<file path="config.mk">
export PLATFORM = sky130hd
export DESIGN_NAME = antialiased_circle_arc_raster
export DESIGN_NICKNAME = d
export VERILOG_FILES = /design/src/rtl/aacr_pkg.sv /design/src/rtl/aacr_isqrt.sv /design/src/rtl/antialiased_circle_arc_raster.sv
export SDC_FILE = /design/constraint.sdc
export NUM_CORES = 2
export LEC_CHECK = 0
export BUFFER_PORTS_ARGS = -buffer_cell sky130_fd_sc_hd__buf_2
export CAP_MARGIN = 20
export CORE_MARGIN = 2
export CORE_UTILIZATION = 65
export CTS_CLUSTER_DIAMETER = 150
export DETAILED_ROUTE_END_ITERATION = 8
export PLACE_DENSITY = 0.82
export SYNTH_ARGS = -nofsm -noshare
export SYNTH_HDL_FRONTEND = slang
export SYNTH_SLANG_ARGS = --single-unit
export TNS_END_PERCENT = 50
</file>
<file path="constraint.sdc">
create_clock -name i_clk -period 10.3 [get_ports i_clk]
set_input_delay 2.06 -clock i_clk [delete_from_list [all_inputs] [get_ports i_clk]]
set_output_delay 2.06 -clock i_clk [all_outputs]
set_load 0.03 [all_outputs]
</file>
<file path="src/rtl/aacr_pkg.sv">
// shared types and constants for the anti-aliased circle arc rasterizer
package aacr_pkg;

    localparam int unsigned CFG_IDX_BITS = 3;
    localparam int unsigned CFG_DATA_BITS = 64;

    typedef enum logic [CFG_IDX_BITS-1:0] {
        REG_RECT_A = 3'd0,
        REG_RECT_B = 3'd1,
        REG_RECT_C = 3'd2,
        REG_RECT_D = 3'd3,
        REG_CENTER_X = 3'd4,
        REG_CENTER_Y = 3'd5,
        REG_RADIUS = 3'd6,
        REG_BRUSH_ALPHA = 3'd7
    } t_reg_idx;

    localparam logic [7:0] FULL_ALPHA = 8'd255;

    // handshake between the top level and the square root unit
    typedef struct packed {
        logic start;
        logic [31:0] radicand;
    } t_sqrt_req;

    typedef struct packed {
        logic busy;
        logic [15:0] root;
    } t_sqrt_rsp;

endpackage

</file>
<file path="src/rtl/aacr_isqrt.sv">
// iterative floor square root, two radicand bits per cycle
module aacr_isqrt
    import aacr_pkg::*;
(
    input  logic      i_clk,
    input  logic      i_rst_n,
    input  t_sqrt_req i_req,
    output t_sqrt_rsp o_rsp
);

    logic [31:0] r_rem;
    logic [31:0] r_res;
    logic [31:0] r_bit;
    logic        r_busy;
    logic [31:0] trial;

    assign trial = r_res + r_bit;

    always_ff @(posedge i_clk) begin
        if (!i_rst_n) begin
            r_busy <= 1'b0;
        end else if (i_req.start) begin
            r_busy <= 1'b1;
            r_rem <= i_req.radicand;
            r_res <= '0;
            r_bit <= 32'h4000_0000;
        end else if (r_busy) begin
            if (r_rem >= trial) begin
                r_rem <= r_rem - trial;
                r_res <= (r_res >> 1) + r_bit;
            end else begin
                r_res <= r_res >> 1;
            end
            r_bit <= r_bit >> 2;
            if (r_bit == 32'd1) begin
                r_busy <= 1'b0;
            end
        end
    end

    assign o_rsp.busy = r_busy;
    assign o_rsp.root = r_res[15:0];

endmodule

</file>
<file path="src/rtl/antialiased_circle_arc_raster.sv">
// top level: octant walk sequencer, mask test and pixel emission
// a column request runs the alpha, scan, hold, setup, square root and reduce steps in that
//   order; each visible pixel after the first must first release the held one to be emitted;
//   a closing step scans the four quadrants only, and a finished walk answers from idle with no
//   scan; no new request is taken until the sequencer is back in idle
// reset: synchronous active low; registers take their documented reset values
module antialiased_circle_arc_raster
    import aacr_pkg::*;
#(
    parameter int COORD_BITS = 16,
    parameter int RADIUS_BITS = 11
) (
    input  logic                     i_clk,
    input  logic                     i_rst_n,
    input  logic                     i_cfg_we,
    input  logic [CFG_IDX_BITS-1:0]  i_cfg_idx,
    input  logic [CFG_DATA_BITS-1:0] i_cfg_data,
    input  logic                     i_valid,
    output logic                     o_ready,
    input  logic                     i_restart,
    output logic                     o_valid,
    input  logic                     i_ready,
    output logic signed [15:0]       o_pixel_x,
    output logic signed [15:0]       o_pixel_y,
    output logic [7:0]               o_alpha,
    output logic                     o_visible,
    output logic                     o_walk_done,
    output logic                     o_last
);

    typedef enum logic [2:0] {
        S_IDLE, S_ALPHA, S_EMIT, S_CALC, S_SQRT, S_REDUCE, S_ROW, S_HOLD
    } t_state;

    logic [63:0] r_rect [4];
    logic [15:0] r_cx, r_cy;
    logic [RADIUS_BITS-1:0] r_radius;
    logic [7:0] r_brush;

    logic [RADIUS_BITS-1:0] r_col, r_row;
    logic [7:0] r_err;
    logic r_finished;

    t_state r_state;
    logic [4:0] r_slot;
    logic r_closing;
    logic r_any;
    logic [7:0] r_a1, r_a2;
    logic [1:0] r_aph;
    logic [15:0] r_prod;
    logic [31:0] r_real;
    logic signed [23:0] r_e;
    logic [11:0] r_k;
    logic r_sqrt_go;
    t_sqrt_req sqrt_req;
    t_sqrt_rsp sqrt_rsp;

    // output register; a held result waits until it is known whether it is the last
    logic r_ovalid;
    logic r_oheld;
    logic signed [15:0] r_ox, r_oy;
    logic [7:0] r_oa;
    logic r_ovis, r_odone, r_olast;

    // slot decode: quadrant = slot[3:2], kind = slot[1:0]
    logic signed [17:0] px, py, ox, oy, mag_a, mag_b;
    logic signed [17:0] sx_val, sy_val;
    logic [1:0] quad, kind;
    logic neg_x, neg_y;
    logic signed [COORD_BITS-1:0] wx, wy;
    logic signed [15:0] ex, ey;
    logic in_mask;
    logic [7:0] pa;
    logic last_slot;
    logic out_free;

    assign quad = r_slot[3:2];
    assign kind = r_slot[1:0];
    assign neg_x = quad[0];
    assign neg_y = quad[1];

    always_comb begin
        mag_a = 18'($unsigned(r_col));
        mag_b = 18'($unsigned(r_row));
        sx_val = 18'sd0;
        sy_val = 18'sd0;
        pa = r_a1;
        unique case (kind)
            2'd0: begin sx_val = mag_a; sy_val = mag_b; end
            2'd1: begin sx_val = mag_a; sy_val = mag_b - 18'sd1; pa = r_a2; end
            2'd2: begin sx_val = mag_b; sy_val = mag_a; end
            default: begin sx_val = mag_b - 18'sd1; sy_val = mag_a; pa = r_a2; end
        endcase
        if (r_closing) begin
            sx_val = mag_a;
            sy_val = mag_b;
            pa = r_a1;
        end
        px = neg_x ? -sx_val : sx_val;
        py = neg_y ? -sy_val : sy_val;
        ox = px + 18'(r_cx);
        oy = py + 18'(r_cy);
        wx = ox[COORD_BITS-1:0];
        wy = oy[COORD_BITS-1:0];
        ex = 16'(wx);
        ey = 16'(wy);
        in_mask = 1'b0;
        for (int i = 0; i < 4; i++) begin
            if (ex >= $signed(r_rect[i][15:0]) && ex <= $signed(r_rect[i][47:32]) &&
                ey >= $signed(r_rect[i][31:16]) && ey <= $signed(r_rect[i][63:48])) begin
                in_mask = 1'b1;
            end
        end
    end

    // closing step walks quadrants only (slot steps by 4)
    assign last_slot = r_closing ? (r_slot[3:2] == 2'd3) : (r_slot[3:0] == 4'd15);
    assign out_free = !r_ovalid || (i_ready && !r_oheld);
    assign o_ready = (r_state == S_IDLE) && out_free;

    assign sqrt_req.start = r_sqrt_go;
    assign sqrt_req.radicand = r_real;
    aacr_isqrt u_isqrt (.i_clk(i_clk), .i_rst_n(i_rst_n), .i_req(sqrt_req), .o_rsp(sqrt_rsp));

    logic [RADIUS_BITS-1:0] col_nx;
    logic [2*RADIUS_BITS:0] rr;
    assign col_nx = r_col + 1'b1;
    assign rr = (2*RADIUS_BITS+1)'(r_radius) * (2*RADIUS_BITS+1)'(r_radius);

    always_ff @(posedge i_clk) begin
        if (!i_rst_n) begin
            for (int i = 0; i < 4; i++) r_rect[i] <= '0;
            r_cx <= '0;
            r_cy <= '0;
            r_radius <= '0;
            r_brush <= FULL_ALPHA;
        end else if (i_cfg_we) begin
            unique case (t_reg_idx'(i_cfg_idx))
                REG_RECT_A: r_rect[0] <= i_cfg_data;
                REG_RECT_B: r_rect[1] <= i_cfg_data;
                REG_RECT_C: r_rect[2] <= i_cfg_data;
                REG_RECT_D: r_rect[3] <= i_cfg_data;
                REG_CENTER_X: r_cx <= i_cfg_data[15:0];
                REG_CENTER_Y: r_cy <= i_cfg_data[15:0];
                REG_RADIUS: r_radius <= i_cfg_data[RADIUS_BITS-1:0];
                default: r_brush <= i_cfg_data[7:0];
            endcase
        end
    end

    always_ff @(posedge i_clk) begin
        if (!i_rst_n) begin
            r_state <= S_IDLE;
            r_col <= '0;
            r_row <= '0;
            r_err <= '0;
            r_finished <= 1'b1;
            r_ovalid <= 1'b0;
            r_oheld <= 1'b0;
            r_sqrt_go <= 1'b0;
        end else begin
            logic ov;
            ov = r_ovalid;
            if (o_valid && i_ready) ov = 1'b0;
            r_sqrt_go <= (r_state == S_CALC);
            unique case (r_state)
                S_IDLE: begin
                    if (i_valid && o_ready) begin
                        logic fin;
                        fin = r_finished;
                        if (i_restart) begin
                            r_col <= '0;
                            r_row <= r_radius;
                            r_err <= '0;
                            fin = 1'b0;
                        end
                        r_finished <= fin;
                        r_slot <= '0;
                        r_any <= 1'b0;
                        r_aph <= '0;
                        r_closing <= i_restart ? (r_radius == '0) : !(r_col < r_row);
                        if (fin) begin
                            ov = 1'b1;
                            r_ox <= '0; r_oy <= '0; r_oa <= '0;
                            r_ovis <= 1'b0; r_odone <= 1'b1; r_olast <= 1'b1;
                        end else begin
                            r_prod <= 16'(FULL_ALPHA - (i_restart ? 8'd0 : r_err)) * 16'(r_brush);
                            r_state <= S_ALPHA;
                        end
                    end
                end
                S_ALPHA: begin
                    // divide by 255: (p + 1 + (p >> 8)) >> 8 is exact for p < 65535
                    if (r_aph == 2'd0) begin
                        r_a1 <= 8'((17'(r_prod) + 17'd1 + 17'(r_prod[15:8])) >> 8);
                        r_prod <= 16'(r_err) * 16'(r_brush);
                        r_aph <= 2'd1;
                    end else begin
                        r_a2 <= 8'((17'(r_prod) + 17'd1 + 17'(r_prod[15:8])) >> 8);
                        r_state <= S_EMIT;
                    end
                end
                S_EMIT: begin
                    logic vis, put;
                    vis = in_mask && (r_brush != 8'd0);
                    put = vis || (last_slot && !r_any);
                    if (vis && r_ovalid && r_oheld) begin
                        // a newer pixel exists, so the held one is not the last
                        r_oheld <= 1'b0;
                    end else if (!put || out_free) begin
                        if (put) begin
                            ov = 1'b1;
                            r_oheld <= 1'b1;
                            r_ox <= vis ? ex : 16'sd0;
                            r_oy <= vis ? ey : 16'sd0;
                            r_oa <= vis ? pa : 8'd0;
                            r_ovis <= vis;
                            r_odone <= r_closing;
                            r_olast <= 1'b0;
                        end
                        if (vis) r_any <= 1'b1;
                        r_slot <= r_closing ? r_slot + 5'd4 : r_slot + 5'd1;
                        if (last_slot) begin
                            r_state <= S_HOLD;
                            if (r_closing) r_finished <= 1'b1;
                        end
                    end
                end
                S_HOLD: begin
                    // the held result is the newest of this request
                    r_olast <= 1'b1;
                    r_oheld <= 1'b0;
                    r_state <= r_closing ? S_IDLE : S_CALC;
                end
                S_CALC: begin
                    logic [2*RADIUS_BITS:0] c2;
                    c2 = (2*RADIUS_BITS+1)'(col_nx) * (2*RADIUS_BITS+1)'(col_nx);
                    r_col <= col_nx;
                    r_real <= (rr > c2) ? 32'(rr - c2) << 10 : 32'd0;
                    r_state <= S_SQRT;
                end
                S_SQRT: begin
                    if (!r_sqrt_go && !sqrt_rsp.busy) begin
                        logic signed [23:0] e;
                        e = 24'(r_row) * 24'sd256 - (24'(sqrt_rsp.root) <<< 3);
                        r_e <= (e < 0) ? 24'sd0 : e;
                        r_state <= S_REDUCE;
                    end
                end
                S_REDUCE: begin
                    // e / 255 by reciprocal multiply, exact for e below 2^19
                    r_k <= 12'((40'(r_e[18:0]) * 40'd1052689) >> 28);
                    r_state <= S_ROW;
                end
                S_ROW: begin
                    // e - 255 * k equals e + k modulo 256
                    r_err <= r_e[7:0] + r_k[7:0];
                    r_row <= (12'(r_row) > r_k) ? RADIUS_BITS'(12'(r_row) - r_k) : '0;
                    r_state <= S_IDLE;
                end
                default: r_state <= S_IDLE;
            endcase
            r_ovalid <= ov;
        end
    end

    assign o_valid = r_ovalid && !r_oheld;
    assign o_pixel_x = r_ox;
    assign o_pixel_y = r_oy;
    assign o_alpha = r_oa;
    assign o_visible = r_ovis;
    assign o_walk_done = r_odone;
    assign o_last = r_olast;

    ap_no_accept_busy: assert property (@(posedge i_clk) disable iff (!i_rst_n)
        (r_state != S_IDLE) |-> !o_ready) else $error("accept while busy");
    ap_sqrt_only_wait: assert property (@(posedge i_clk) disable iff (!i_rst_n)
        sqrt_rsp.busy |-> (r_state == S_SQRT)) else $error("sqrt busy out of place");
    ap_err_range: assert property (@(posedge i_clk) disable iff (!i_rst_n)
        (r_state == S_IDLE) |-> (r_err != FULL_ALPHA)) else $error("error not reduced");
    ap_held_in_scan: assert property (@(posedge i_clk) disable iff (!i_rst_n)
        r_oheld |-> (r_state == S_EMIT || r_state == S_HOLD)) else $error("held out of scan");

endmodule
</file>
==> flow_metrics.env <==
export IMPL_rsz0062_at_grt="false"
export IMPL_dp_hpwl_um=92870
export IMPL_grt_antenna_before_repair=7
export IMPL_htreeDepth=2
export IMPL_grt_use_met1_pct=45.17
export IMPL_skew_ps=71.65
export IMPL_drtAntennaViolNets=0
export IMPL_min_to="r_cy[13]"
export IMPL_power_density_nw_per_um2=183.2
export IMPL_syn_inst=5090
export IMPL_synth_edf_count=468
export IMPL_clock_latency_ps=680
export IMPL_critPathSlowestCell="o21bai_1"
export IMPL_fin_crit_ps=9705
export IMPL_ys_types=95
export IMPL_fin_crit_sh_pct=94.22
export IMPL_layout_commonest_cell="ha_1"
export IMPL_num_fill_cells=5502
export IMPL_slew_viol_final=0
export IMPL_avgRoutedWirePerCell_um=20.29
export IMPL_post_place_ws_ps=904.6
export IMPL_rows=100
export IMPL_finalSetupTns_ps=0
export IMPL_die_area_um2=76600
export IMPL_yosys_warnings=0
export IMPL_ctsResizeCount=0
export IMPL_startpoint_type="flip-flop"
export IMPL_async_flop_share_pct=0
export IMPL_cts_buffer_depth=3
export IMPL_clk_pin_slew_ps=70
export IMPL_pin_count=118
export IMPL_crit_top_cell="ha_1"
export IMPL_grt_start_max_net_pins=65
export IMPL_worstPathArrival_ps=9980
export IMPL_worstReg2RegStart="r_slot[1]"
export IMPL_grtUsageTotal_pct=32.66
export IMPL_start_util_pct=65.29
export IMPL_drive_gt1_share_pct=6.391
export IMPL_ir_worst_vdd_v=0.0001684
export IMPL_drv_cap=0
export IMPL_reg2reg_slack_ps=600
export IMPL_dr_first_iter_drc_count=3791
export IMPL_cp_slowest_stage_delay_ps=720
export IMPL_cp_data_required_time_ps=10570
export IMPL_cts_sinks=557
export IMPL_numCtsBuffers=59
export IMPL_final_cells=6199
export IMPL_holdPathStages=2
export IMPL_tightest_slew_ps=1135
export IMPL_grt_overflow=0
export IMPL_dieHeight_um=276.8
export IMPL_ctsHoldBuffers=0
export IMPL_grt_pass1_vias=37770
export IMPL_ys_seq_area_share_pct=32.75
export IMPL_ys_ff_latch=557
export IMPL_setup_viol=0
export IMPL_cts_root_buf="clkbuf_16"
export IMPL_p_leak_uw=0.02424
export IMPL_post_cts_buffers=0
export IMPL_layout_common_cells="693 x ha_1, 654 x inv_1, 468 x edfxtp_1"
export IMPL_gr_usage_met3_pct=4.792
export IMPL_tritoncts="yes"
export IMPL_vias=38030
export IMPL_outcome="finished, final reports clean"
export IMPL_num_nets_final=6152
export IMPL_synth_top_flop_cell="edfxtp_1"
export IMPL_fmax_mhz=103.0
export IMPL_criticalPathCategory="reg2reg"
export IMPL_drt_pass1_iterations=9
export IMPL_die_x_um=276.8
export IMPL_r2r_cells=32
export IMPL_setup_ws_ps=595.2
export IMPL_hp_start="r_cy[13]"
export IMPL_wl_um=125800
export IMPL_dp_cells=6081
export IMPL_grt_pass1_wl_um=199900
export IMPL_syn_avg_cell_area_um2=9.501
export IMPL_io_buffers=117
export IMPL_area_growth_syn_to_layout_pct=8.010
export IMPL_via_per_inst=6.136
export IMPL_worst_setup_path_end_kind="flip-flop"
export IMPL_max_slew_margin_pct=24.05
export IMPL_finalPower_uw=9567
export IMPL_hold_viol_final=0
export IMPL_drc_errors=0
export IMPL_gp_congestion=0.9270
export IMPL_hold_class="reg2reg"
export IMPL_core_area_um2=74070
export IMPL_reg2reg_to="o_walk_done"
export IMPL_synthesis_area_um2=48360
export IMPL_busiest_layer="met2"
export IMPL_met2_usage_pct=52.36
export IMPL_crit_fanout=42
per-stage QoR:
stage | cell area [µm²] | hold WS, ps | util [%]
after floorplan | 48370 | 406.4 | -
after global placement | 50110 | 448.0 | 67.66
after detailed placement | 50110 | 452.8 | 67.66
after CTS | 52170 | 463.9 | 70.43
after global routing | 52230 | 485.4 | 70.51
final | 52230 | 463.7 | 70.52
logic make-up after synthesis:
group | share of synthesized area (%)
buffers and inverters | 6.274
other | 0.01553
XOR/XNOR | 4.398
multiplexers | 0.4735
adder cells (fa/ha/maj) | 26.62
flip-flops | 32.75
AO/OA/AOI/OAI | 11.98
AND/OR/NAND/NOR | 17.49
Yosys cell counts, drive strengths merged (15+ instances only):
| library cell | number | area share (%) |
|---|---|---|
| ha | 693 | 18 |
| inv | 660 | 5.1 |
| edfxtp | 468 | 29 |
| nand2 | 424 | 3.3 |
| and2 | 391 | 5.1 |
| nor2 | 311 | 2.4 |
| a21oi | 277 | 2.9 |
| fa | 210 | 8.7 |
| o21ai | 188 | 1.9 |
| xnor2 | 156 | 2.8 |
| clkbuf | 130 | 1.0 |
| nor3 | 94 | 0.97 |
| dfxtp | 89 | 3.7 |
| nor2b | 88 | 1.1 |
| xor2 | 86 | 1.6 |
| nand3 | 80 | 0.83 |
| a21o | 63 | 0.98 |
| nand4 | 58 | 0.75 |
| nand2b | 53 | 0.69 |
| and3 | 51 | 0.66 |
| a211oi | 46 | 0.71 |
| o21a | 38 | 0.59 |
| a31oi | 36 | 0.48 |
| or3 | 30 | 0.39 |
| o211ai | 26 | 0.41 |
| nor4 | 22 | 0.33 |
| o21bai | 22 | 0.34 |
| o31ai | 21 | 0.33 |
| a2111oi | 18 | 0.38 |
| a221oi | 18 | 0.35 |
| a21boi | 16 | 0.25 |
| or2 | 16 | 0.21 |
| mux2i | 15 | 0.31 |
| o41ai | 15 | 0.27 |
critical path: cells and delay by family, from the launching register on:
kind	cells	cell delay, ps
DFF	1	470
buffers and inverters	3	730
and+or+nand+nor	9	1850
xor gates and xnor gates	1	140
adders and majority gates	4	1520
muxes	1	300
AOI/OAI and AO/OA	14	4290
worst max-delay path by stage:
stage,to,slack [ps],cells after the start,from
3_3_place_gp,o_pixel_y[5],1280,32,r_slot[1]
5_1_grt,o_walk_done,70,32,r_slot[1]
4_1_cts,o_walk_done,850,32,r_slot[1]
3_5_place_dp,o_pixel_y[7],900,32,r_slot[1]
6_report,o_walk_done,600,32,r_slot[1]
2_1_floorplan,o_alpha[0],1470,29,r_row[1]
state kept, by name, indices dropped and copies added (netlist names), 22 cells and up:
name	count
u_isqrt.r_rem	32
u_isqrt.r_res	32
r_rect	256
r_real	22
area by class of cell:
type                    instances  area, µm²  area share [%]
clock inverters                37      437.9          0.8384
well taps                     969       1212           2.321
clock buffers                  74       1615           3.093
multi-input cells            3731      29650           56.77
repair buffers                166      985.9           1.888
diodes                          4      10.01         0.01916
inverters                     661       2481           4.750
flip-flops and latches        557      15840           30.32
power by group:
part | switching (µW) | internal [µW] | leakage [µW] | total (µW)
logic | 2780 | 1670 | 0.0181 | 4450
clock network | 966 | 1300 | 0.00100 | 2260
registers | 166 | 2690 | 0.00514 | 2860
total | 3910 | 5660 | 0.0242 | 9570
routing by layer:
layer  share of wire, %  vias up
met4                3.8        2
met2                 45     1651
met3                9.3      329
met1                 42    18260
met5             0.0087        -
li1                   -    17790
Power figures use the tool's default switching activity.
